### src/hdl/sync_hub_pulse_generator_top_assert.svh
// assertion helpers used by the pulse generator back end
`ifndef SYNC_HUB_PULSE_GENERATOR_TOP_ASSERT_SVH
`define SYNC_HUB_PULSE_GENERATOR_TOP_ASSERT_SVH

// same-cycle implication, checked outside reset
`define SHPG_ASSERT_NOW(label, clk, rst_n, ante, cons, msg) \
    label: assert property (@(posedge clk) disable iff (!rst_n) (ante) |-> (cons)) \
        else $error(msg);

// next-cycle implication, checked outside reset
`define SHPG_ASSERT_NEXT(label, clk, rst_n, ante, cons, msg) \
    label: assert property (@(posedge clk) disable iff (!rst_n) (ante) |=> (cons)) \
        else $error(msg);

`endif

### src/hdl/shpg_pkg.sv
package shpg_pkg;

    localparam int CFG_W      = 20;
    localparam int CFG_IDX_W  = 3;
    localparam int RATE_W     = 10;
    localparam int HALF_W     = 20;
    localparam int PULSE_W    = 10;
    localparam int DLY_W      = 16;
    localparam int PERIOD_W   = 20;
    localparam int EVT_W      = 8;
    localparam int MS_W       = 16;
    localparam int CMD_W      = 3;
    localparam int OUT_W      = 16;

    localparam logic [HALF_W-1:0]   HALF_RST       = 20'd500000;
    localparam logic [PULSE_W-1:0]  PULSE_RST      = 10'd100;
    localparam logic [DLY_W-1:0]    SETTLE_RST     = 16'd500;
    localparam logic [DLY_W-1:0]    STROBE_RST     = 16'd1000;
    localparam logic [DLY_W-1:0]    CLEAR_RST      = 16'd500;
    localparam logic [PERIOD_W-1:0] CAM_PERIOD_RST = 20'd16666;
    localparam logic [PERIOD_W-1:0] US_PER_S       = 20'd1000000;

    localparam int Q_DEPTH    = 4;
    localparam int Q_PTR_W    = 2;
    localparam int DIV_STEPS  = PERIOD_W;
    localparam int DIV_CNT_W  = 5;

    typedef enum logic [CMD_W-1:0] {
        CMD_NONE       = 3'd0,
        CMD_SYNC_START = 3'd1,
        CMD_SYNC_STOP  = 3'd2,
        CMD_CAM_START  = 3'd3,
        CMD_CAM_STOP   = 3'd4,
        CMD_EVENT      = 3'd5,
        CMD_REWARD     = 3'd6
    } t_cmd;

    typedef enum logic [CFG_IDX_W-1:0] {
        CFG_CAM_RATE  = 3'd0,
        CFG_SYNC_HALF = 3'd1,
        CFG_CAM_PULSE = 3'd2,
        CFG_SETTLE    = 3'd3,
        CFG_STROBE    = 3'd4,
        CFG_CLEAR     = 3'd5
    } t_cfg_idx;

    typedef enum logic [1:0] {
        PH_IDLE   = 2'd0,
        PH_SETTLE = 2'd1,
        PH_STROBE = 2'd2,
        PH_CLEAR  = 2'd3
    } t_phase;

    typedef struct packed {
        t_cmd             cmd;
        logic             is_cmd;
        logic [EVT_W-1:0] event_value;
        logic [MS_W-1:0]  reward_ms;
    } t_item;

    typedef struct packed {
        logic              start;
        logic [RATE_W-1:0] den;
    } t_div_req;

    typedef struct packed {
        logic                busy;
        logic                done;
        logic [PERIOD_W-1:0] quo;
    } t_div_stat;

endpackage

### src/hdl/shpg_front.sv
module shpg_front (
    input  logic                      i_clk,
    input  logic                      i_rst_n,
    input  logic                      i_valid,
    output logic                      o_ready,
    input  logic [shpg_pkg::CMD_W-1:0] i_cmd,
    input  logic [shpg_pkg::EVT_W-1:0] i_event_value,
    input  logic [shpg_pkg::MS_W-1:0]  i_reward_ms,
    input  logic                      i_full,
    output logic                      o_push,
    output shpg_pkg::t_item           o_item
);
    import shpg_pkg::*;

    logic  r_valid;
    t_item r_item;
    t_item n_item;

    // unused code seven is classed as no command and never refused
    always_comb begin
        n_item.is_cmd      = (i_cmd >= CMD_SYNC_START) && (i_cmd <= CMD_REWARD);
        n_item.cmd         = n_item.is_cmd ? t_cmd'(i_cmd) : CMD_NONE;
        n_item.event_value = i_event_value;
        n_item.reward_ms   = i_reward_ms;
    end

    assign o_ready = !r_valid || !i_full;
    assign o_push  = r_valid && !i_full;
    assign o_item  = r_item;

    always_ff @(posedge i_clk) begin
        if (!i_rst_n) begin
            r_valid <= 1'b0;
        end else if (o_ready) begin
            r_valid <= i_valid;
        end
    end

    always_ff @(posedge i_clk) begin
        if (i_valid && o_ready) begin
            r_item <= n_item;
        end
    end

endmodule

### src/hdl/shpg_queue.sv
module shpg_queue (
    input  logic            i_clk,
    input  logic            i_rst_n,
    input  logic            i_push,
    input  shpg_pkg::t_item i_item,
    output logic            o_full,
    input  logic            i_pop,
    output logic            o_valid,
    output shpg_pkg::t_item o_item
);
    import shpg_pkg::*;

    t_item              r_mem [Q_DEPTH];
    logic [Q_PTR_W-1:0] r_wr_ptr;
    logic [Q_PTR_W-1:0] r_rd_ptr;
    logic [Q_PTR_W:0]   r_count;

    assign o_full  = (r_count == (Q_PTR_W+1)'(Q_DEPTH));
    assign o_valid = (r_count != '0);
    assign o_item  = r_mem[r_rd_ptr];

    always_ff @(posedge i_clk) begin
        if (!i_rst_n) begin
            r_wr_ptr <= '0;
            r_rd_ptr <= '0;
            r_count  <= '0;
        end else begin
            if (i_push) begin
                r_wr_ptr <= r_wr_ptr + 1'b1;
            end
            if (i_pop) begin
                r_rd_ptr <= r_rd_ptr + 1'b1;
            end
            if (i_push && !i_pop) begin
                r_count <= r_count + 1'b1;
            end else if (i_pop && !i_push) begin
                r_count <= r_count - 1'b1;
            end
        end
    end

    always_ff @(posedge i_clk) begin
        if (i_push) begin
            r_mem[r_wr_ptr] <= i_item;
        end
    end

endmodule

### src/hdl/shpg_div.sv
module shpg_div (
    input  logic                i_clk,
    input  logic                i_rst_n,
    input  shpg_pkg::t_div_req  i_req,
    output shpg_pkg::t_div_stat o_stat
);
    import shpg_pkg::*;

    logic                 r_busy;
    logic                 r_done;
    logic [DIV_CNT_W-1:0] r_cnt;
    logic [RATE_W-1:0]    r_rem;
    logic [RATE_W-1:0]    r_den;
    logic [PERIOD_W-1:0]  r_quo;

    logic [RATE_W:0]      rem_sh;
    logic                 fits;
    logic [RATE_W:0]      rem_sub;

    // restoring division, one quotient bit a cycle, dividend shifted out of r_quo
    always_comb begin
        rem_sh  = {r_rem, r_quo[PERIOD_W-1]};
        fits    = (rem_sh >= {1'b0, r_den});
        rem_sub = rem_sh - {1'b0, r_den};
    end

    assign o_stat.busy = r_busy;
    assign o_stat.done = r_done;
    assign o_stat.quo  = r_quo;

    always_ff @(posedge i_clk) begin
        if (!i_rst_n) begin
            r_busy <= 1'b0;
            r_done <= 1'b0;
            r_cnt  <= '0;
        end else if (i_req.start) begin
            r_busy <= 1'b1;
            r_done <= 1'b0;
            r_cnt  <= '0;
        end else if (r_busy) begin
            r_cnt <= r_cnt + 1'b1;
            if (r_cnt == DIV_CNT_W'(DIV_STEPS - 1)) begin
                r_busy <= 1'b0;
                r_done <= 1'b1;
            end
        end else begin
            r_done <= 1'b0;
        end
    end

    always_ff @(posedge i_clk) begin
        if (i_req.start) begin
            r_rem <= '0;
            r_den <= i_req.den;
            r_quo <= US_PER_S;
        end else if (r_busy) begin
            r_rem <= fits ? rem_sub[RATE_W-1:0] : rem_sh[RATE_W-1:0];
            r_quo <= {r_quo[PERIOD_W-2:0], fits};
        end
    end

endmodule

### src/hdl/shpg_back.sv
module shpg_back #(
    parameter int TICKS_PER_MS = 1000
) (
    input  logic                          i_clk,
    input  logic                          i_rst_n,
    input  logic                          i_cfg_we,
    input  logic [shpg_pkg::CFG_IDX_W-1:0] i_cfg_idx,
    input  logic [shpg_pkg::CFG_W-1:0]     i_cfg_data,
    input  logic                          i_q_valid,
    input  shpg_pkg::t_item               i_item,
    output logic                          o_pop,
    output shpg_pkg::t_div_req            o_div_req,
    input  shpg_pkg::t_div_stat           i_div_stat,
    output logic                          o_valid,
    input  logic                          i_ready,
    output logic [shpg_pkg::OUT_W-1:0]     o_data
);
    import shpg_pkg::*;
    `include "sync_hub_pulse_generator_top_assert.svh"

    localparam int PS_W = $clog2(TICKS_PER_MS + 1);
    localparam logic [PS_W-1:0] PS_TOP = PS_W'(TICKS_PER_MS);

    // configuration
    logic [HALF_W-1:0]   r_half;
    logic [PULSE_W-1:0]  r_pulse;
    logic [DLY_W-1:0]    r_settle;
    logic [DLY_W-1:0]    r_strobe;
    logic [DLY_W-1:0]    r_clear;
    logic [PERIOD_W-1:0] r_cam_period;

    // timing state
    logic                r_sync_on,    n_sync_on;
    logic                r_sync_level, n_sync_level;
    logic [HALF_W-1:0]   r_sync_count, n_sync_count;
    logic                r_cam_on,     n_cam_on;
    logic [PERIOD_W-1:0] r_cam_count,  n_cam_count;
    logic [PULSE_W-1:0]  r_pulse_left, n_pulse_left;
    t_phase              r_phase,      n_phase;
    logic [EVT_W-1:0]    r_event_held, n_event_held;
    logic [DLY_W-1:0]    r_phase_count, n_phase_count;
    logic [MS_W-1:0]     r_reward_left, n_reward_left;
    logic [PS_W-1:0]     r_ms_prescale, n_ms_prescale;

    logic                r_out_valid;
    logic [OUT_W-1:0]    r_out_data;
    logic [OUT_W-1:0]    n_out_data;

    logic                rate_wr;
    logic                div_hold;
    logic                busy_pre;
    logic                take;
    logic                refused;
    logic [HALF_W-1:0]   half_eff;
    logic [DLY_W-1:0]    strobe_eff;
    logic [HALF_W:0]     sync_inc;
    logic [PERIOD_W:0]   cam_inc;
    logic [PERIOD_W-1:0] pw_clip;
    logic [PULSE_W-1:0]  pulse_w;
    logic [PS_W-1:0]     ps_inc;
    logic                busy_post;

    assign rate_wr = i_cfg_we && (i_cfg_idx == CFG_CAM_RATE);
    // a fresh camera period must land before the next tick is worked
    assign div_hold = i_div_stat.busy || i_div_stat.done || rate_wr;
    assign o_pop    = i_q_valid && !div_hold && (!r_out_valid || i_ready);

    assign o_div_req.start = rate_wr;
    assign o_div_req.den   = (i_cfg_data[RATE_W-1:0] == '0) ?
                             RATE_W'(1) : i_cfg_data[RATE_W-1:0];

    assign o_valid = r_out_valid;
    assign o_data  = r_out_data;

    always_comb begin
        busy_pre   = (r_phase != PH_IDLE) || (r_reward_left != '0);
        take       = i_item.is_cmd && !busy_pre;
        refused    = i_item.is_cmd && busy_pre;
        half_eff   = (r_half == '0) ? HALF_W'(1) : r_half;
        strobe_eff = (r_strobe == '0) ? DLY_W'(1) : r_strobe;
        sync_inc   = {1'b0, r_sync_count} + 1'b1;
        cam_inc    = {1'b0, r_cam_count} + 1'b1;
        ps_inc     = r_ms_prescale + 1'b1;

        // trigger width kept below the period and at least one tick
        if (r_cam_period > PERIOD_W'(1) && {10'd0, r_pulse} >= r_cam_period) begin
            pw_clip = r_cam_period - 1'b1;
        end else begin
            pw_clip = {10'd0, r_pulse};
        end
        pulse_w = (pw_clip[PULSE_W-1:0] == '0) ? PULSE_W'(1) : pw_clip[PULSE_W-1:0];

        n_sync_on     = r_sync_on;
        n_sync_level  = r_sync_level;
        n_sync_count  = r_sync_count;
        n_cam_on      = r_cam_on;
        n_cam_count   = r_cam_count;
        n_pulse_left  = r_pulse_left;
        n_phase       = r_phase;
        n_event_held  = r_event_held;
        n_phase_count = r_phase_count;
        n_reward_left = r_reward_left;
        n_ms_prescale = r_ms_prescale;

        // sync square wave
        if (take && i_item.cmd == CMD_SYNC_START) begin
            n_sync_on    = 1'b1;
            n_sync_level = 1'b0;
            n_sync_count = '0;
        end else if (take && i_item.cmd == CMD_SYNC_STOP) begin
            n_sync_on    = 1'b0;
            n_sync_level = 1'b0;
            n_sync_count = '0;
        end else if (r_sync_on) begin
            if (sync_inc >= {1'b0, half_eff}) begin
                n_sync_count = '0;
                n_sync_level = !r_sync_level;
            end else begin
                n_sync_count = sync_inc[HALF_W-1:0];
            end
        end

        // camera trigger
        if (take && i_item.cmd == CMD_CAM_START) begin
            n_cam_on     = 1'b1;
            n_cam_count  = '0;
            n_pulse_left = '0;
        end else if (take && i_item.cmd == CMD_CAM_STOP) begin
            n_cam_on     = 1'b0;
            n_cam_count  = '0;
            n_pulse_left = '0;
        end else if (r_cam_on) begin
            if (r_pulse_left != '0) begin
                n_pulse_left = r_pulse_left - 1'b1;
            end
            if (cam_inc >= {1'b0, r_cam_period}) begin
                n_cam_count  = '0;
                n_pulse_left = pulse_w;
            end else begin
                n_cam_count = cam_inc[PERIOD_W-1:0];
            end
        end

        // event sequence: advance, then fall through any phase with no time left
        if (take && i_item.cmd == CMD_EVENT) begin
            n_event_held  = i_item.event_value;
            n_phase       = PH_SETTLE;
            n_phase_count = r_settle;
        end else if (r_phase != PH_IDLE && r_phase_count != '0) begin
            n_phase_count = r_phase_count - 1'b1;
        end

        case (n_phase)
            PH_SETTLE: begin
                if (n_phase_count == '0) begin
                    n_phase       = PH_STROBE;
                    n_phase_count = strobe_eff;
                end
            end
            PH_STROBE: begin
                if (n_phase_count == '0) begin
                    n_phase_count = r_clear;
                    if (r_clear == '0) begin
                        n_phase      = PH_IDLE;
                        n_event_held = '0;
                    end else begin
                        n_phase = PH_CLEAR;
                    end
                end
            end
            PH_CLEAR: begin
                if (n_phase_count == '0) begin
                    n_phase      = PH_IDLE;
                    n_event_held = '0;
                end
            end
            default: begin
            end
        endcase

        // reward pulse in milliseconds
        if (take && i_item.cmd == CMD_REWARD) begin
            n_reward_left = i_item.reward_ms;
            n_ms_prescale = '0;
        end else if (r_reward_left != '0) begin
            if (ps_inc == PS_TOP) begin
                n_ms_prescale = '0;
                n_reward_left = r_reward_left - 1'b1;
            end else begin
                n_ms_prescale = ps_inc;
            end
        end

        busy_post  = (n_phase != PH_IDLE) || (n_reward_left != '0);
        n_out_data = {2'b00, refused, busy_post, (n_reward_left != '0),
                      (n_phase == PH_STROBE), n_event_held,
                      (n_cam_on && n_pulse_left != '0), (n_sync_on && n_sync_level)};
    end

    always_ff @(posedge i_clk) begin
        if (!i_rst_n) begin
            r_half       <= HALF_RST;
            r_pulse      <= PULSE_RST;
            r_settle     <= SETTLE_RST;
            r_strobe     <= STROBE_RST;
            r_clear      <= CLEAR_RST;
            r_cam_period <= CAM_PERIOD_RST;
        end else begin
            if (i_cfg_we) begin
                case (i_cfg_idx)
                    CFG_SYNC_HALF: r_half   <= i_cfg_data[HALF_W-1:0];
                    CFG_CAM_PULSE: r_pulse  <= i_cfg_data[PULSE_W-1:0];
                    CFG_SETTLE:    r_settle <= i_cfg_data[DLY_W-1:0];
                    CFG_STROBE:    r_strobe <= i_cfg_data[DLY_W-1:0];
                    CFG_CLEAR:     r_clear  <= i_cfg_data[DLY_W-1:0];
                    default: begin
                    end
                endcase
            end
            if (i_div_stat.done) begin
                r_cam_period <= i_div_stat.quo;
            end
        end
    end

    always_ff @(posedge i_clk) begin
        if (!i_rst_n) begin
            r_sync_on     <= 1'b0;
            r_sync_level  <= 1'b0;
            r_sync_count  <= '0;
            r_cam_on      <= 1'b0;
            r_cam_count   <= '0;
            r_pulse_left  <= '0;
            r_phase       <= PH_IDLE;
            r_event_held  <= '0;
            r_phase_count <= '0;
            r_reward_left <= '0;
            r_ms_prescale <= '0;
        end else if (o_pop) begin
            r_sync_on     <= n_sync_on;
            r_sync_level  <= n_sync_level;
            r_sync_count  <= n_sync_count;
            r_cam_on      <= n_cam_on;
            r_cam_count   <= n_cam_count;
            r_pulse_left  <= n_pulse_left;
            r_phase       <= n_phase;
            r_event_held  <= n_event_held;
            r_phase_count <= n_phase_count;
            r_reward_left <= n_reward_left;
            r_ms_prescale <= n_ms_prescale;
        end
    end

    always_ff @(posedge i_clk) begin
        if (!i_rst_n) begin
            r_out_valid <= 1'b0;
        end else if (o_pop) begin
            r_out_valid <= 1'b1;
        end else if (i_ready) begin
            r_out_valid <= 1'b0;
        end
    end

    always_ff @(posedge i_clk) begin
        if (o_pop) begin
            r_out_data <= n_out_data;
        end
    end

    `SHPG_ASSERT_NOW(a_idle_data_clear, i_clk, i_rst_n, r_phase == PH_IDLE, r_event_held == '0, "event data left driven while idle")
    `SHPG_ASSERT_NOW(a_phase_time_left, i_clk, i_rst_n, r_phase != PH_IDLE, r_phase_count != '0, "event phase kept with no time left")
    `SHPG_ASSERT_NOW(a_trigger_needs_cam, i_clk, i_rst_n, r_pulse_left != '0, r_cam_on, "trigger pulse pending with camera stopped")
    `SHPG_ASSERT_NEXT(a_period_steady, i_clk, i_rst_n, o_pop, $stable(r_cam_period), "camera period changed under a tick")

endmodule

### src/hdl/sync_hub_pulse_generator_top.sv
// channel  | dir | handshake             | payload
// ---------+-----+-----------------------+------------------------------------------
// s_axis   | in  | tvalid / tready       | tuser: command; tdata: event_value, reward_ms
// m_axis   | out | tvalid / tready       | tdata: sync .. refused, one request per tick
// cfg      | in  | i_cfg_we, no wait     | i_cfg_idx register index, i_cfg_data value
//
// sustains one tick request per clock while m_axis is ready and no rate write holds
// the back end; a result passes the front stage, the queue and the output register.
// a camera rate write holds the back end through the write cycle, twenty divider
// steps and the period load; the front keeps taking requests until the
// four-entry queue and the front stage are full.
// i_rst_n is synchronous, active low, and resets the control and state registers
// of all units but not the data registers; there is no clearing pass.
// m_axis stalls hold the result register and back up through the queue to s_axis.
module sync_hub_pulse_generator_top #(
    parameter int TICKS_PER_MS = 1000
) (
    input  logic                          i_clk,
    input  logic                          i_rst_n,
    input  logic                          s_axis_tvalid,
    output logic                          s_axis_tready,
    // [7:0] event_value, [23:8] reward_ms
    input  logic [23:0]                   s_axis_tdata,
    // [2:0] command
    input  logic [shpg_pkg::CMD_W-1:0]     s_axis_tuser,
    output logic                          m_axis_tvalid,
    input  logic                          m_axis_tready,
    // [0] sync_line, [1] camera_line, [9:2] event_data, [10] strobe_line,
    // [11] reward_line, [12] busy_res, [13] refused, [15:14] zero
    output logic [shpg_pkg::OUT_W-1:0]     m_axis_tdata,
    input  logic                          i_cfg_we,
    input  logic [shpg_pkg::CFG_IDX_W-1:0] i_cfg_idx,
    input  logic [shpg_pkg::CFG_W-1:0]     i_cfg_data
);
    import shpg_pkg::*;

    logic      fe_push;
    t_item     fe_item;
    logic      q_full;
    logic      q_valid;
    t_item     q_item;
    logic      be_pop;
    t_div_req  div_req;
    t_div_stat div_stat;

    shpg_front u_front (
        .i_clk         (i_clk),
        .i_rst_n       (i_rst_n),
        .i_valid       (s_axis_tvalid),
        .o_ready       (s_axis_tready),
        .i_cmd         (s_axis_tuser),
        .i_event_value (s_axis_tdata[7:0]),
        .i_reward_ms   (s_axis_tdata[23:8]),
        .i_full        (q_full),
        .o_push        (fe_push),
        .o_item        (fe_item)
    );

    shpg_queue u_queue (
        .i_clk   (i_clk),
        .i_rst_n (i_rst_n),
        .i_push  (fe_push),
        .i_item  (fe_item),
        .o_full  (q_full),
        .i_pop   (be_pop),
        .o_valid (q_valid),
        .o_item  (q_item)
    );

    shpg_div u_div (
        .i_clk   (i_clk),
        .i_rst_n (i_rst_n),
        .i_req   (div_req),
        .o_stat  (div_stat)
    );

    shpg_back #(
        .TICKS_PER_MS (TICKS_PER_MS)
    ) u_back (
        .i_clk      (i_clk),
        .i_rst_n    (i_rst_n),
        .i_cfg_we   (i_cfg_we),
        .i_cfg_idx  (i_cfg_idx),
        .i_cfg_data (i_cfg_data),
        .i_q_valid  (q_valid),
        .i_item     (q_item),
        .o_pop      (be_pop),
        .o_div_req  (div_req),
        .i_div_stat (div_stat),
        .o_valid    (m_axis_tvalid),
        .i_ready    (m_axis_tready),
        .o_data     (m_axis_tdata)
    );

endmodule
### config.mk
export PLATFORM = sky130hd
export DESIGN_NAME = sync_hub_pulse_generator_top
export DESIGN_NICKNAME = d
export VERILOG_FILES = /design/src/hdl/shpg_pkg.sv /design/src/hdl/shpg_front.sv /design/src/hdl/shpg_queue.sv /design/src/hdl/shpg_div.sv /design/src/hdl/shpg_back.sv /design/src/hdl/sync_hub_pulse_generator_top.sv
export VERILOG_INCLUDE_DIRS = /design/src /design/src/hdl
export SDC_FILE = /design/constraint.sdc
export NUM_CORES = 1
export LEC_CHECK = 0
export CAP_MARGIN = 10
export CORE_AREA = 2 2 277 279
export DETAILED_ROUTE_END_ITERATION = 7
export DIE_AREA = 0 0 279 281
export DONT_BUFFER_PORTS = 1
export PLACE_DENSITY_LB_ADDON = 0.08
export SYNTH_ARGS = -nofsm -noshare
export SYNTH_HDL_FRONTEND = slang
export SYNTH_SLANG_ARGS = --single-unit
### constraint.sdc
create_clock -name i_clk -period 8.25 [get_ports i_clk]
set_input_delay 1.2375 -clock i_clk [delete_from_list [all_inputs] [get_ports i_clk]]
set_output_delay 1.2375 -clock i_clk [all_outputs]
set_load 0.005 [all_outputs]
== Word level (Yosys, flattened, before mapping) ==
Memories as Yosys holds them, arrays and structs flattened. A register that Yosys moved wholly into a read port is not among the register bits.
Index checks and enable logic that the tools add are counted.
Widths: inputs -> output; s select.

* Add/sub/neg operators: 13
* Magnitude comparators: 7
* Equality and inequality tests: 18
* Mux-type cells: 59
* Bitwise gates (word level): 2
* Reductions and logical operators: 64

{| class="wikitable"
|+ Operators by type and width
! cell !! number
|-
| $mux 20 || 9
|-
| $mux 16 || 8
|-
| $mux 10 || 11
|-
| $logic_not 16->1 || 3
|-
| $reduce_bool 16->1 || 3
|-
| $add 20x1->21 const B || 2
|-
| $ge 21x20->1 || 2
|-
| $mux 8 || 4
|-
| $pmux 16 s2 || 1
|-
| $sub 16x1->16 const B || 2
|-
| $ge 10x20->1 || 1
|-
| $gt 20x1->1 const B || 1
|-
| $logic_and 1x1->1 || 20
|-
| $logic_not 10->1 || 2
|-
| $logic_not 20->1 || 1
|-
| $reduce_bool 10->1 || 2
|-
| $sub 10x1->10 const B || 2
|-
| $eq 3x3->1 const B || 6
|-
| $pmux 8 s2 || 1
|-
| $reduce_and 2->1 || 8
|-
| $mux 1 || 15
|-
| $mux 2 || 7
|-
| $eq 3x2->1 const B || 4
|-
| $ge 11x10->1 || 1
|-
| 23 further kinds || 47
|}

* Flip-flop bits (word level): 301
* Memory bits (writable): 112
* Input bits: 55
* Output and inout bits: 18
* Memories kept: 1

{| class="wikitable"
|+ Memories
! name !! words !! width !! read ports !! clocked after Yosys merged registers in !! write ports !! line !! text
|-
| u_queue.r_mem || 4 || 28 || 1 || 1 || 1 || shpg_queue.sv:13 || <nowiki>t_item r_mem [Q_DEPTH];</nowiki>
|}

== Longest topological paths before layout ==
Gate-level depths: netlist (run 1).

* Depth in word-level cells: 11
* Mapped depth: 18
* Depth with buffers taken out: 16

== Cells and area by module ==
From an unflattened synthesis (run 1), not the netlist that was laid out.

* Cells, all modules: 2127
* Area total of the unflattened synthesis: 20475.9 um2

{| class="wikitable"
|+ Modules (own cells, without submodules)
! module !! times used !! cells each !! area each (um2) !! seq. area each (um2)
|-
| shpg_back || 1 || 1670 || 12721.0 || 4504.3
|-
| shpg_queue || 1 || 189 || 4536.9 || 3543.4
|-
| shpg_div || 1 || 229 || 2292.2 || 1041.0
|-
| shpg_front || 1 || 39 || 925.9 || 860.8
|}

== Least setup slack after synthesis (run 1) ==
OpenSTA, ideal clock, no wires.

* Path type: input -> register
* Start point: input i_cfg_we
* End point: register u_back.r_out_data[0], in the netlist u_back.o_data[0] (enable)
* Setup time: 384 ps
* Arrival time: 3880 ps
* Required time: 7866 ps
* Slack: 3987 ps
* Stages: 10
* Path buffers: 4
* Cell sequence: nor2b_1 > nand2_1 > clkinv_1 > or4_1 > nand2b_1 > clkbuf_1 > inv_1 > clkbuf_1 > clkbuf_1 > buf_1

* Word-level cells in the longest chain between the ends: 5

{| class="wikitable"
|+ RTL lines
! item !! line !! text
|-
| start, declared || sync_hub_pulse_generator_top.sv:31 || <nowiki>input logic i_cfg_we,</nowiki>
|-
| $logic_and 1x1->1 || shpg_back.sv:63 || <nowiki>assign rate_wr = i_cfg_we && (i_cfg_idx == CFG_CAM_RATE);</nowiki>
|-
| $logic_or 1x1->1 || shpg_back.sv:65 || <nowiki>assign div_hold = i_div_stat.busy || i_div_stat.done || rate_wr;</nowiki>
|-
| $logic_not 1->1 || shpg_back.sv:66 || <nowiki>assign o_pop = i_q_valid && !div_hold && (!r_out_valid || i_ready);</nowiki>
|-
| $logic_and 1x1->1 (2 in a row) || shpg_back.sv:66 ||
|-
| net be_pop || sync_hub_pulse_generator_top.sv:42 || <nowiki>logic be_pop;</nowiki>
|-
| end signal, assigned || shpg_back.sv:266 || <nowiki>r_out_data <= n_out_data;</nowiki>
|-
| end, declared || shpg_back.sv:46 || <nowiki>logic [OUT_W-1:0] r_out_data;</nowiki>
|}

The timed path passes the listed nets, and every way through them passes these cells.
A chain may end at the register's enable or synchronous reset.

== Worst setup path after layout (run 1) ==
* Start point: register u_back.r_cam_count[0]
* End point: register u_back.r_out_data[1], in the netlist u_back.o_data[1] (data pin)

* Word-level cells in the longest chain between the ends: 8

{| class="wikitable"
|+ RTL lines
! item !! line !! text
|-
| start, declared || shpg_back.sv:37 || <nowiki>logic [PERIOD_W-1:0] r_cam_count, n_cam_count;</nowiki>
|-
| start signal, assigned || shpg_back.sv:244 || <nowiki>r_cam_count <= n_cam_count;</nowiki>
|-
| $add 20x1->21 || shpg_back.sv:82 || <nowiki>cam_inc = {1'b0, r_cam_count} + 1'b1;</nowiki>
|-
| $ge 21x20->1 || shpg_back.sv:136 || <nowiki>if (cam_inc >= {1'b0, r_cam_period}) begin</nowiki>
|-
| $mux 10 || shpg_back.sv:136 ||
|-
| $mux 10 || shpg_back.sv:132 || <nowiki>end else if (r_cam_on) begin</nowiki>
|-
| $mux 10 || shpg_back.sv:128 || <nowiki>end else if (take && i_item.cmd == CMD_CAM_STOP) begin</nowiki>
|-
| $mux 10 || shpg_back.sv:124 || <nowiki>if (take && i_item.cmd == CMD_CAM_START) begin</nowiki>
|-
| $reduce_bool 10->1 || shpg_back.sv:197 || <nowiki>(n_cam_on && n_pulse_left != '0), (n_sync_on && n_sync_level)};</nowiki>
|-
| $logic_and 1x1->1 || shpg_back.sv:197 ||
|-
| net u_back.n_out_data[1] || shpg_back.sv:47 || <nowiki>logic [OUT_W-1:0] n_out_data;</nowiki>
|}

The timed path passes the listed nets, and every way through them passes these cells.

==> results.json, run 1 <==
{
  "postCtsHoldBufs": 0,
  "clkPwrFrac_pct": 37.4,
  "vias": 15200,
  "yosysUniqueCellTypes": 92,
  "r2r-end": "u_back.o_data[1]",
  "r2r_slack_ns": 3.43,
  "finalCritPeriodShare_pct": 58.4,
  "ys.flop_type": "dfxtp_1",
  "antenna_left": 0,
  "crit_fanout": 23,
  "cts_root_buf": "clkbuf_16",
  "p_per_area_nw_per_um2": 274,
  "seq_area_frac_synth_pct": 49.2,
  "skew_ns": 0.0154,
  "clk_pin_slew_ns": 0.07,
  "ios": 73,
  "required_ns": 8.57,
  "cts_setup_buffers": 0,
  "critPathCapture": "u_back.o_data[1]",
  "period_needed_ns": 4.82,
  "htreeDepth": 2,
  "rsz0062_at_grt": "no",
  "highest_layer": "met4",
  "num_rows": 101,
  "crit_start": "u_back.r_cam_count[0]",
  "placed_cell_area_um2": 21200,
  "fin_tns_setup_ns": 0,
  "final_util_pct": 30.4,
  "hold_ws_ns": 0.462,
  "p_int_mw": 4.28,
  "fp.dieW_um": 279,
  "seq_power_share_pct": 40.5,
  "drt-total-wl_um": 59700,
  "max_freq_ghz": 0.207,
  "synth.cell_area_um2": 20200,
  "status": "finished clean",
  "fin_ws_ns": 3.43,
  "cp-end-kind": "flop",
  "synth_edf_count": 164,
  "area.growth.synth_to_final_pct": 13.5,
  "syn_inst": 2088,
  "post-dp-hpwl_um": 40700,
  "finalPower_mw": 6.28,
  "wl_met2_um": 26700,
  "switching_share_pct": 31.8,
  "critical_path_class": "flop to flop",
  "final_cell_area_um2": 23000,
  "grt_max_degree": 74,
  "preCtsSetupSlack_ns": 3.43,
  "slew_violations": 0,
  "p_switching_mw": 2.00,
  "wl_met1_um": 29100,
  "gp_congestion": 0.781,
  "final_cells": 3068,
  "drt_drc_violations_left": 0,
  "clock_path_buffers": 3,
  "firstDrtPassIters": 5,
  "nets": 2178,
  "ir_worst_vdd_mv": 0.191,
  "wire_per_inst_um": 19.4,
  "grt_antenna_before_repair": 0,
  "synth_top_area_share_pct": 24.8,
  "drt_iter0_drc": 861,
  "worstPathArrival_ns": 5.14,
  "vias_per_cell": 4.96,
  "cts_sinks": 415,
  "placed_cells": 2971,
  "cts_tree": "done",
  "crit_path_start_kind": "flop",
  "r2r_cells": 15,
  "grt_pass1_wl_um": 92900,
  "n_antenna_cell": 0,
  "first_global_vias": 15200,
  "yosysWarnings": 0,
  "routed-wl-met3_um": 2860,
  "leakagePower_nw": 8.13,
  "start_util_pct": 26.8,
  "synth.avg_cell_area_um2": 9.69,
  "cts_made_buffers": 52,
  "pwr-share-comb_pct": 22.1,
  "hp-class": "flop to flop",
  "die-area_um2": 78400,
  "drv_cap": 0,
  "clk_latency_ns": 0.59,
  "nFillCells": 7826,
  "synth_area_leaders": "dfxtp_1 (25%), edfxtp_1 (24%), nand2_1 (4.9%), ha_1 (4.6%), a21oi_1 (4.1%)",
  "core_area_um2": 75400,
  "ys_ff_latch": 415,
  "relSlewSlack_pct": 27.4,
  "cts_resized": 0,
  "synthArstFlopShare_pct": 0,
  "gr-total-overflow": 0,
  "hold_violations": 0,
  "track_usage_pct": 15.2,
  "drive_above_1_share_pct": 8.52,
  "rr_startpoint": "u_back.r_cam_count[0]",
  "die_y_um": 281,
  "setup-violations-final": 0,
  "worstMarginPinSlew_ns": 1.09,
  "io_buffers": 0,
  "yosysTopAreaCell": "dfxtp_1"
}
## cell usage after synthesis, drive strengths merged (19+ instances only)
master	instances
mux4	28
nand4	29
a211oi	30
a21oi	166
nor4	39
or4	19
xor2	31
nor2	201
ha	74
a31oi	19
mux2i	56
a22oi	21
nand3	65
nor3	44
edfxtp	164
clkbuf	97
dfxtp	251
buf	23
o211ai	22
or3	21
inv	83
nand2	264
and3	21
o21ai	82
xnor2	45
## kinds of logic (layout without fill, tap and decap cells)
group / after synthesis / in the layout / share of synthesized area (%)
and+or+nand+nor: 779 / 779 / 18.5
AOI/OAI and AO/OA: 448 / 448 / 14.2
DFF: 415 / 415 / 49.2
buffers and inverters: 205 / 206 / 3.92
muxes: 88 / 88 / 6.11
adders and majority gates: 76 / 76 / 4.78
xor gates and xnor gates: 76 / 76 / 3.29
other: 1 / 2 / 0.0185
## placed cells by master (no fill, tap or decap), types with 17 or more instances in the layout
master and count:
dfxtp_1 249, nand2_1 264, xor2_1 31, nor2_1 200, or3_1 20, nand3_1 65
a21o_1 18, and3_1 21, inv_1 81, nand4_1 29, o21ai_0 78, o211ai_1 22
ha_1 74, mux2i_1 56, nor3_1 41, a21oi_1 166, nor4_1 36, edfxtp_1 164
a31oi_1 17, xnor2_1 45, buf_4 24, a22oi_1 21, mux4_2 28, clkbuf_16 55
a211oi_1 29
## per-layer routing
| layer | global-route usage (%) | vias up |
|---|---|---|
| met4 | 3.65 | 0 |
| li1 | - | 7532 |
| met1 | 21.2 | 7351 |
| met5 | 0 | - |
| met3 | 3.20 | 62 |
| met2 | 24.1 | 259 |
## state kept, by name, indices dropped and copies added, names as in the netlist, 20 cells and up, named ones only
| name | cells |
|---|---|
| u_back.r_cam_period | 20 |
| u_queue.r_mem | 112 |
| u_div.r_quo | 20 |
| u_back.r_sync_count | 20 |
| u_back.r_cam_count | 20 |
| u_front.o_item | 28 |
| u_back.r_half | 20 |
## area by class of cell
| cell class | count | area (um2) | share of cell area (%) |
|---|---|---|---|
| clock inverter | 34 | 335 | 1.46 |
| sequential | 415 | 9950 | 43.4 |
| multi-input combinational | 1469 | 9520 | 41.5 |
| timing repair buffer | 24 | 180 | 0.785 |
| tap | 978 | 1220 | 5.33 |
| inverter | 85 | 322 | 1.40 |
| clock buffer | 63 | 1430 | 6.21 |
## power groups by stage
stage,combinational [mW],sequential [mW],clock (mW)
CTS,1.42,2.55,2.43
global placement,1.41,2.59,0
detailed placement,1.41,2.59,0
global route,1.56,2.58,2.51
finish,1.39,2.55,2.35
floorplan,1.04,2.50,0
## worst min-delay path by stage
stage	end	slack [ns]	start	depth (start not counted)
global route	u_back.r_half[0]	0.47	u_back.r_half[0]	2
CTS	u_back.r_half[0]	0.46	u_back.r_half[0]	2
finish	u_back.r_half[0]	0.46	u_back.r_half[0]	2
detailed placement	u_back.r_half[0]	0.45	u_back.r_half[0]	2
floorplan	u_back.r_half[0]	0.44	u_back.r_half[0]	2
global placement	u_back.r_half[0]	0.45	u_back.r_half[0]	2
## critical path, cell delays in order (launching register included)
cell and delay (ns):
dfxtp_1 0.39, ha_1 0.25, nand3_1 0.28, or4_1 0.67
nor2_1 0.21, nand3_1 0.12, xnor2_1 0.16, ha_1 0.20
a211oi_1 0.20, o211ai_1 0.12, a21oi_1 0.15, o31a_1 0.81
nand4_1 0.15, and3_1 0.24, nor4_1 0.42, a41oi_1 0.18
No activity file was read; power rests on OpenSTA's default activity.
==> run 2, diff against run 1 <==
--- a/config.mk
+++ b/config.mk
@@ -6,10 +6,11 @@
 export SDC_FILE = /design/constraint.sdc
 export NUM_CORES = 1
 export LEC_CHECK = 0
+export ABC_AREA = 1
 export CAP_MARGIN = 10
-export CORE_AREA = 2 2 277 279
+export CORE_AREA = 2 2 284 286
 export DETAILED_ROUTE_END_ITERATION = 7
-export DIE_AREA = 0 0 279 281
+export DIE_AREA = 0 0 286 288
 export DONT_BUFFER_PORTS = 1
 export PLACE_DENSITY_LB_ADDON = 0.08
 export SYNTH_ARGS = -nofsm -noshare
==> constraint.sdc (replaced) <==
create_clock -name i_clk -period 4.9 [get_ports i_clk]
set_input_delay 0.735 -clock i_clk [delete_from_list [all_inputs] [get_ports i_clk]]
set_output_delay 0.735 -clock i_clk [all_outputs]
set_load 0.005 [all_outputs]
==> results.json, run 2 <==
{
  "drive_above_1_share_pct": 5.28,
  "placed_cell_area_um2": 22300,
  "nets": 2816,
  "synth_most_common_cell": "nand2_1",
  "largest_register_ffs": 112,
  "setup-violations-final": 0,
  "fin_tns_setup_ns": 0,
  "final_cell_area_um2": 24000,
  "fp.dieW_um": 286,
  "final_cells": 3787,
  "rsz0062_at_grt": "no",
  "synth_top_area_share_pct": 23.7,
  "core_area_um2": 79600,
  "vias_per_cell": 4.61,
  "required_ns": 5.26,
  "synth.cell_area_um2": 21200,
  "drt-total-wl_um": 62700,
  "gp_congestion": 0.863,
  "clock_path_buffers": 3,
  "yosysUniqueCellTypes": 51,
  "layout_commonest_cell": "nand2_1",
  "yosysTopAreaCell": "dfxtp_1",
  "ir_worst_vdd_mv": 0.278,
  "post-dp-hpwl_um": 44100,
  "drt_drc_violations_left": 0,
  "cp_slowest_cell": "dfxtp_1",
  "nFillCells": 8541,
  "cts_tree": "done",
  "max_freq_ghz": 0.240,
  "die-area_um2": 82400,
  "htreeDepth": 2,
  "synth_edf_count": 164,
  "hp-class": "input pin to flop",
  "relSlewSlack_pct": 24.9,
  "start_util_pct": 26.6,
  "grt_antenna_before_repair": 0,
  "worstPathArrival_ns": 4.52,
  "drt_iter0_drc": 975,
  "synth_area_leaders": "dfxtp_1 (24%), edfxtp_1 (23%), nand2_1 (11%), inv_1 (6.0%), a21oi_1 (4.7%)",
  "ys_ff_latch": 415,
  "die_y_um": 288,
  "antenna_left": 0,
  "ios": 73,
  "clk_pin_slew_ns": 0.06,
  "cp-end-kind": "flop",
  "mostFrequentLayoutCells": "nand2_1 (623), inv_1 (336), dfxtp_1 (250)",
  "track_usage_pct": 15.2,
  "final_util_pct": 30.2,
  "regArea_um2": 9950,
  "skew_ns": 0.0299,
  "synth.avg_cell_area_um2": 7.81,
  "hold_ws_ns": 0.207,
  "first_global_vias": 17200,
  "crit_fanout": 14,
  "io_buffers": 0,
  "firstDrtPassIters": 5,
  "crit_top_cell": "nand2_1",
  "crit_path_max_incr_delay_ns": 0.39,
  "wire_per_inst_um": 16.6,
  "p_per_area_nw_per_um2": 538,
  "synthTopCellsByCount": "nand2_1 (623), inv_1 (337), dfxtp_1 (251)",
  "drv_cap": 0,
  "vias": 17500,
  "grt_max_degree": 144,
  "ys.flop_type": "dfxtp_1",
  "cts_sinks": 415,
  "critical_path_class": "flop to flop",
  "worstMarginPinSlew_ns": 1.12,
  "cts_root_buf": "clkbuf_16",
  "n_antenna_cell": 0,
  "slew_violations": 0,
  "regMostFlops": "u_queue.r_mem",
  "period_needed_ns": 4.16,
  "grt_pass1_wl_um": 98300,
  "synthArstFlopShare_pct": 0,
  "area.growth.synth_to_final_pct": 13.4,
  "status": "finished clean",
  "leakagePower_nw": 9.95,
  "syn_inst": 2713,
  "clk_latency_ns": 0.62,
  "yosysWarnings": 0,
  "multi_input_area_um2": 9500,
  "seq_area_frac_synth_pct": 47.0,
  "hold_violations": 0,
  "crit_path_start_kind": "flop",
  "cts_made_buffers": 53,
  "num_rows": 104,
  "gr-total-overflow": 0,
  "placed_cells": 3689,
  "finalCritPeriodShare_pct": 84.9
}
[run 2: area by class of cell]
| type | instances | share of cell area [%] |
|---|---|---|
| Sequential cell | 415 | 41.4 |
| Timing Repair Buffer | 32 | 1.08 |
| Clock inverter | 23 | 0.828 |
| Multi-Input combinational cell | 1837 | 39.5 |
| Clock buffer | 74 | 6.23 |
| Tap cell | 1060 | 5.52 |
| Inverter | 346 | 5.41 |
[run 2: final timing paths]
check                 endpoint                   from  slack, ns  cells after the start
min reg2reg               flop    u_queue.r_rd_ptr[1]       0.43                      1
max           u_back.o_data[1]  u_back.r_cam_count[0]       0.74                     25
min          u_front.o_item[2]       s_axis_tdata[10]       0.21                      0
max reg2reg   u_back.o_data[1]  u_back.r_cam_count[0]       0.74                     25
[run 2: report_power, final]
part	internal (mW)	switching, mW	leakage [nW]
sequential	4.13	0.445	3.57
clock	2.24	1.58	0.826
combinational	1.47	3.06	5.56
total	7.84	5.09	9.95
[run 2: layer usage]
| metal | part of all wire, % | GRT usage [%] |
|---|---|---|
| met5 | 0 | 0 |
| met2 | 48 | 26.1 |
| met3 | 3.3 | 2.08 |
| met1 | 47 | 19.8 |
| met4 | 2.4 | 4.38 |
[run 2: what timing repair did]
| item | in CTS | in global routing |
|---|---|---|
| resized for setup | 0 | 2 |
| hold buffers | 0 | 0 |
| buffers inserted | 0 | 0 |
| endpoints found under the setup margin | 0 | 20 |
| hold endpoints to repair | 0 | 0 |
[run 2: stage by stage]
stage                     setup slack [ns]  power [mW]
after detailed placement             0.355        9.21
after global placement               0.401        9.26
after CTS                            0.360        13.2
final                                0.741        12.9
after global routing                 0.195        14.0
after floorplan                       1.18        7.89
[run 2: kinds of logic (layout without fill, tap and decap cells)]
group	count (synthesis)	in the layout	synth area share [%]
AND/OR/NAND/NOR	1152	1152	23.0
XOR/XNOR	77	77	3.18
AO/OA/AOI/OAI	530	530	13.9
buffers and inverters	462	475	8.39
adder cells (fa/ha/maj)	76	76	4.56
flip-flops	415	415	47.0
other	1	2	0.0177
[run 2: worst max-delay path: cells and delay by family (launching register included)]
kind | cells | cell delay [ns]
adder cells (fa/ha/maj) | 1 | 0.29
AND/OR/NAND/NOR | 19 | 2.66
buffers and inverters | 3 | 0.17
XOR/XNOR | 1 | 0.14
AO/OA/AOI/OAI | 1 | 0.25
flip-flops | 1 | 0.39
==> run 3, diff against run 2 <==
==> constraint.sdc (replaced) <==
create_clock -name i_clk -period 3.3 [get_ports i_clk]
set_input_delay 0.495 -clock i_clk [delete_from_list [all_inputs] [get_ports i_clk]]
set_output_delay 0.495 -clock i_clk [all_outputs]
set_load 0.005 [all_outputs]
==> results.json, run 3 (synthesized netlist as in run 2, its figures left out) <==
{
  "rsz0062_at_grt": "yes",
  "p_int_mw": 12.6,
  "wire_per_inst_um": 16.5,
  "drive_above_1_share_pct": 16.5,
  "status": "finished, violations left",
  "final_cells": 4021,
  "layout_commonest_cell": "nand2_1",
  "cts_root_buf": "clkbuf_16",
  "p_per_area_nw_per_um2": 766,
  "cp_top_family": "simple AND/OR/NAND/NOR gates",
  "ios": 73,
  "p_switching_mw": 8.08,
  "gp_congestion": 0.848,
  "grt_pass1_wl_um": 103000,
  "final_cell_area_um2": 27000,
  "r2r_cells": 25,
  "preCtsSetupSlack_ns": -0.336,
  "violations": "negative setup slack",
  "drt_drc_violations_left": 0,
  "gr-total-overflow": 0,
  "cp-end-kind": "flop",
  "drv_cap": 0,
  "cts_made_buffers": 53,
  "crit_top_cell": "nor2_4",
  "htreeDepth": 2,
  "regArea_um2": 9960,
  "fin_ws_ns": -0.162,
  "hp-class": "input pin to flop",
  "worstMarginPinSlew_ns": 1.09,
  "clk_latency_ns": 0.63,
  "drt-total-wl_um": 66200,
  "fin_tns_setup_ns": -1.80,
  "ir_worst_vdd_mv": 0.454,
  "die_y_um": 288,
  "start_util_pct": 26.6,
  "multi_input_area_um2": 10300,
  "cp_slowest_cell": "dfxtp_2",
  "cts_tree": "done",
  "crit_start": "u_back.r_cam_count[1]",
  "clock_path_buffers": 3,
  "nFillCells": 8390,
  "nets": 3047,
  "clkPwrFrac_pct": 28.5,
  "cts_sinks": 415,
  "grt_antenna_before_repair": 0,
  "n_antenna_cell": 0,
  "cp_num_cells": 25,
  "required_ns": 3.66,
  "grt_max_degree": 138,
  "largest_register_ffs": 112,
  "cp.buffers_inverters": 4,
  "setup-violations-final": 34,
  "critPathCapture": "u_back.o_data[1]",
  "critical_path_class": "flop to flop",
  "vias": 18500,
  "seq_power_share_pct": 32.5,
  "clk_pin_slew_ns": 0.06,
  "slew_violations": 0,
  "skew_ns": 0.0395,
  "area.growth.synth_to_final_pct": 27.5,
  "max_freq_ghz": 0.289,
  "crit_path_max_incr_delay_ns": 0.36,
  "crit_fanout": 7,
  "core_area_um2": 79600,
  "fp.dieW_um": 286,
  "hold_path_depth": 2,
  "mostFrequentLayoutCells": "nand2_1 (585), inv_1 (329), dfxtp_1 (241)",
  "relSlewSlack_pct": 27.2,
  "drt_iter0_drc": 906,
  "die-area_um2": 82400,
  "leakagePower_nw": 11.5,
  "crit_path_start_kind": "flop",
  "placed_cell_area_um2": 23500,
  "switching_share_pct": 39.1,
  "num_rows": 104,
  "vias_per_cell": 4.61,
  "first_global_vias": 18200,
  "worstPathArrival_ns": 3.82,
  "placed_cells": 3831,
  "post-dp-hpwl_um": 45400,
  "pwr-share-comb_pct": 39.0,
  "io_buffers": 0,
  "antenna_left": 0,
  "hold_ws_ns": 0.0400,
  "finalCritPeriodShare_pct": 105,
  "firstDrtPassIters": 5,
  "r2r-end": "u_back.o_data[1]",
  "hold_violations": 0,
  "r2r_slack_ns": -0.16,
  "track_usage_pct": 15.8,
  "regMostFlops": "u_queue.r_mem",
  "period_needed_ns": 3.46,
  "rr_startpoint": "u_back.r_cam_count[1]"
}
[run 3: cell count changes in the layout (fill, tap and decap cells not counted), moves of 19 or more]
cell / previous run / this run
a21oi_2: 0 / 26
buf_4: 31 / 192
dlygate4sd3_1: 0 / 43
nand2_2: 4 / 26
a21oi_1: 199 / 173
nand2_1: 623 / 585
nor2_1: 233 / 214
[run 3: worst min path at each step]
stage / start / to / slack [ns]
global placement: u_queue.r_rd_ptr[1] / u_queue.r_rd_ptr[1] / 0.43
detailed placement: u_queue.r_rd_ptr[1] / u_queue.r_rd_ptr[1] / 0.43
finish: i_cfg_data[6] / u_back.r_pulse[6] / 0.04
global route: i_cfg_data[6] / u_back.r_pulse[6] / 0.01
CTS: i_cfg_data[6] / u_back.r_pulse[6] / 0.0008
floorplan: u_queue.r_rd_ptr[1] / flop / 0.41
[run 3: stage by stage]
| stage | total power [mW] | util (%) |
|---|---|---|
| floorplan | 11.7 | - |
| global placement | 14.5 | 29.5 |
| detailed placement | 14.5 | 29.5 |
| CTS | 20.7 | 33.0 |
| global route | 22.3 | 33.9 |
| finish | 20.7 | 33.9 |
[run 3: layer usage]
| metal | wire [um] | vias up | GRT usage [%] |
|---|---|---|---|
| met5 | 0 | - | 0 |
| met4 | 1530 | 0 | 4.38 |
| met3 | 1940 | 92 | 2.12 |
| met1 | 30800 | 8748 | 20.4 |
| li1 | - | 9455 | - |
| met2 | 31900 | 253 | 27.4 |
[run 3: worst register-to-register path, delay by kind of cell (launching register included)]
| kind | cells | cell delay [ns] |
|---|---|---|
| flip-flops | 1 | 0.36 |
| buffers and inverters | 4 | 0.32 |
| AND/OR/NAND/NOR | 19 | 2.14 |
| XOR/XNOR | 1 | 0.13 |
| adder cells (fa/ha/maj) | 1 | 0.28 |
[run 3: final cells by class]
| class | instances | share of cell area, % |
|---|---|---|
| inverters | 346 | 4.84 |
| repair buffers | 262 | 8.57 |
| flip-flops and latches | 415 | 36.9 |
| well taps | 1060 | 4.91 |
| clock buffers | 65 | 5.33 |
| multi-input cells | 1838 | 38.2 |
| clock inverters | 35 | 1.32 |
[run 3: what timing repair did]
item                                    CTS  global route
setup buffers                            29            16
resized for setup                        61           141
gates cloned                              3             3
pin swaps                                27            60
hold endpoints to repair                 65             0
endpoints found under the setup margin   56            84
hold buffers                             43             0
[run 3: power by group through the flow]
stage | Sequential [mW] | Combinational [mW] | Clock, mW
2_1_floorplan | 6.63 | 5.09 | 0
3_5_place_dp | 6.82 | 7.63 | 0
6_report | 6.73 | 8.06 | 5.90
5_1_grt | 6.83 | 9.10 | 6.33
4_1_cts | 6.73 | 7.80 | 6.13
3_3_place_gp | 6.83 | 7.65 | 0
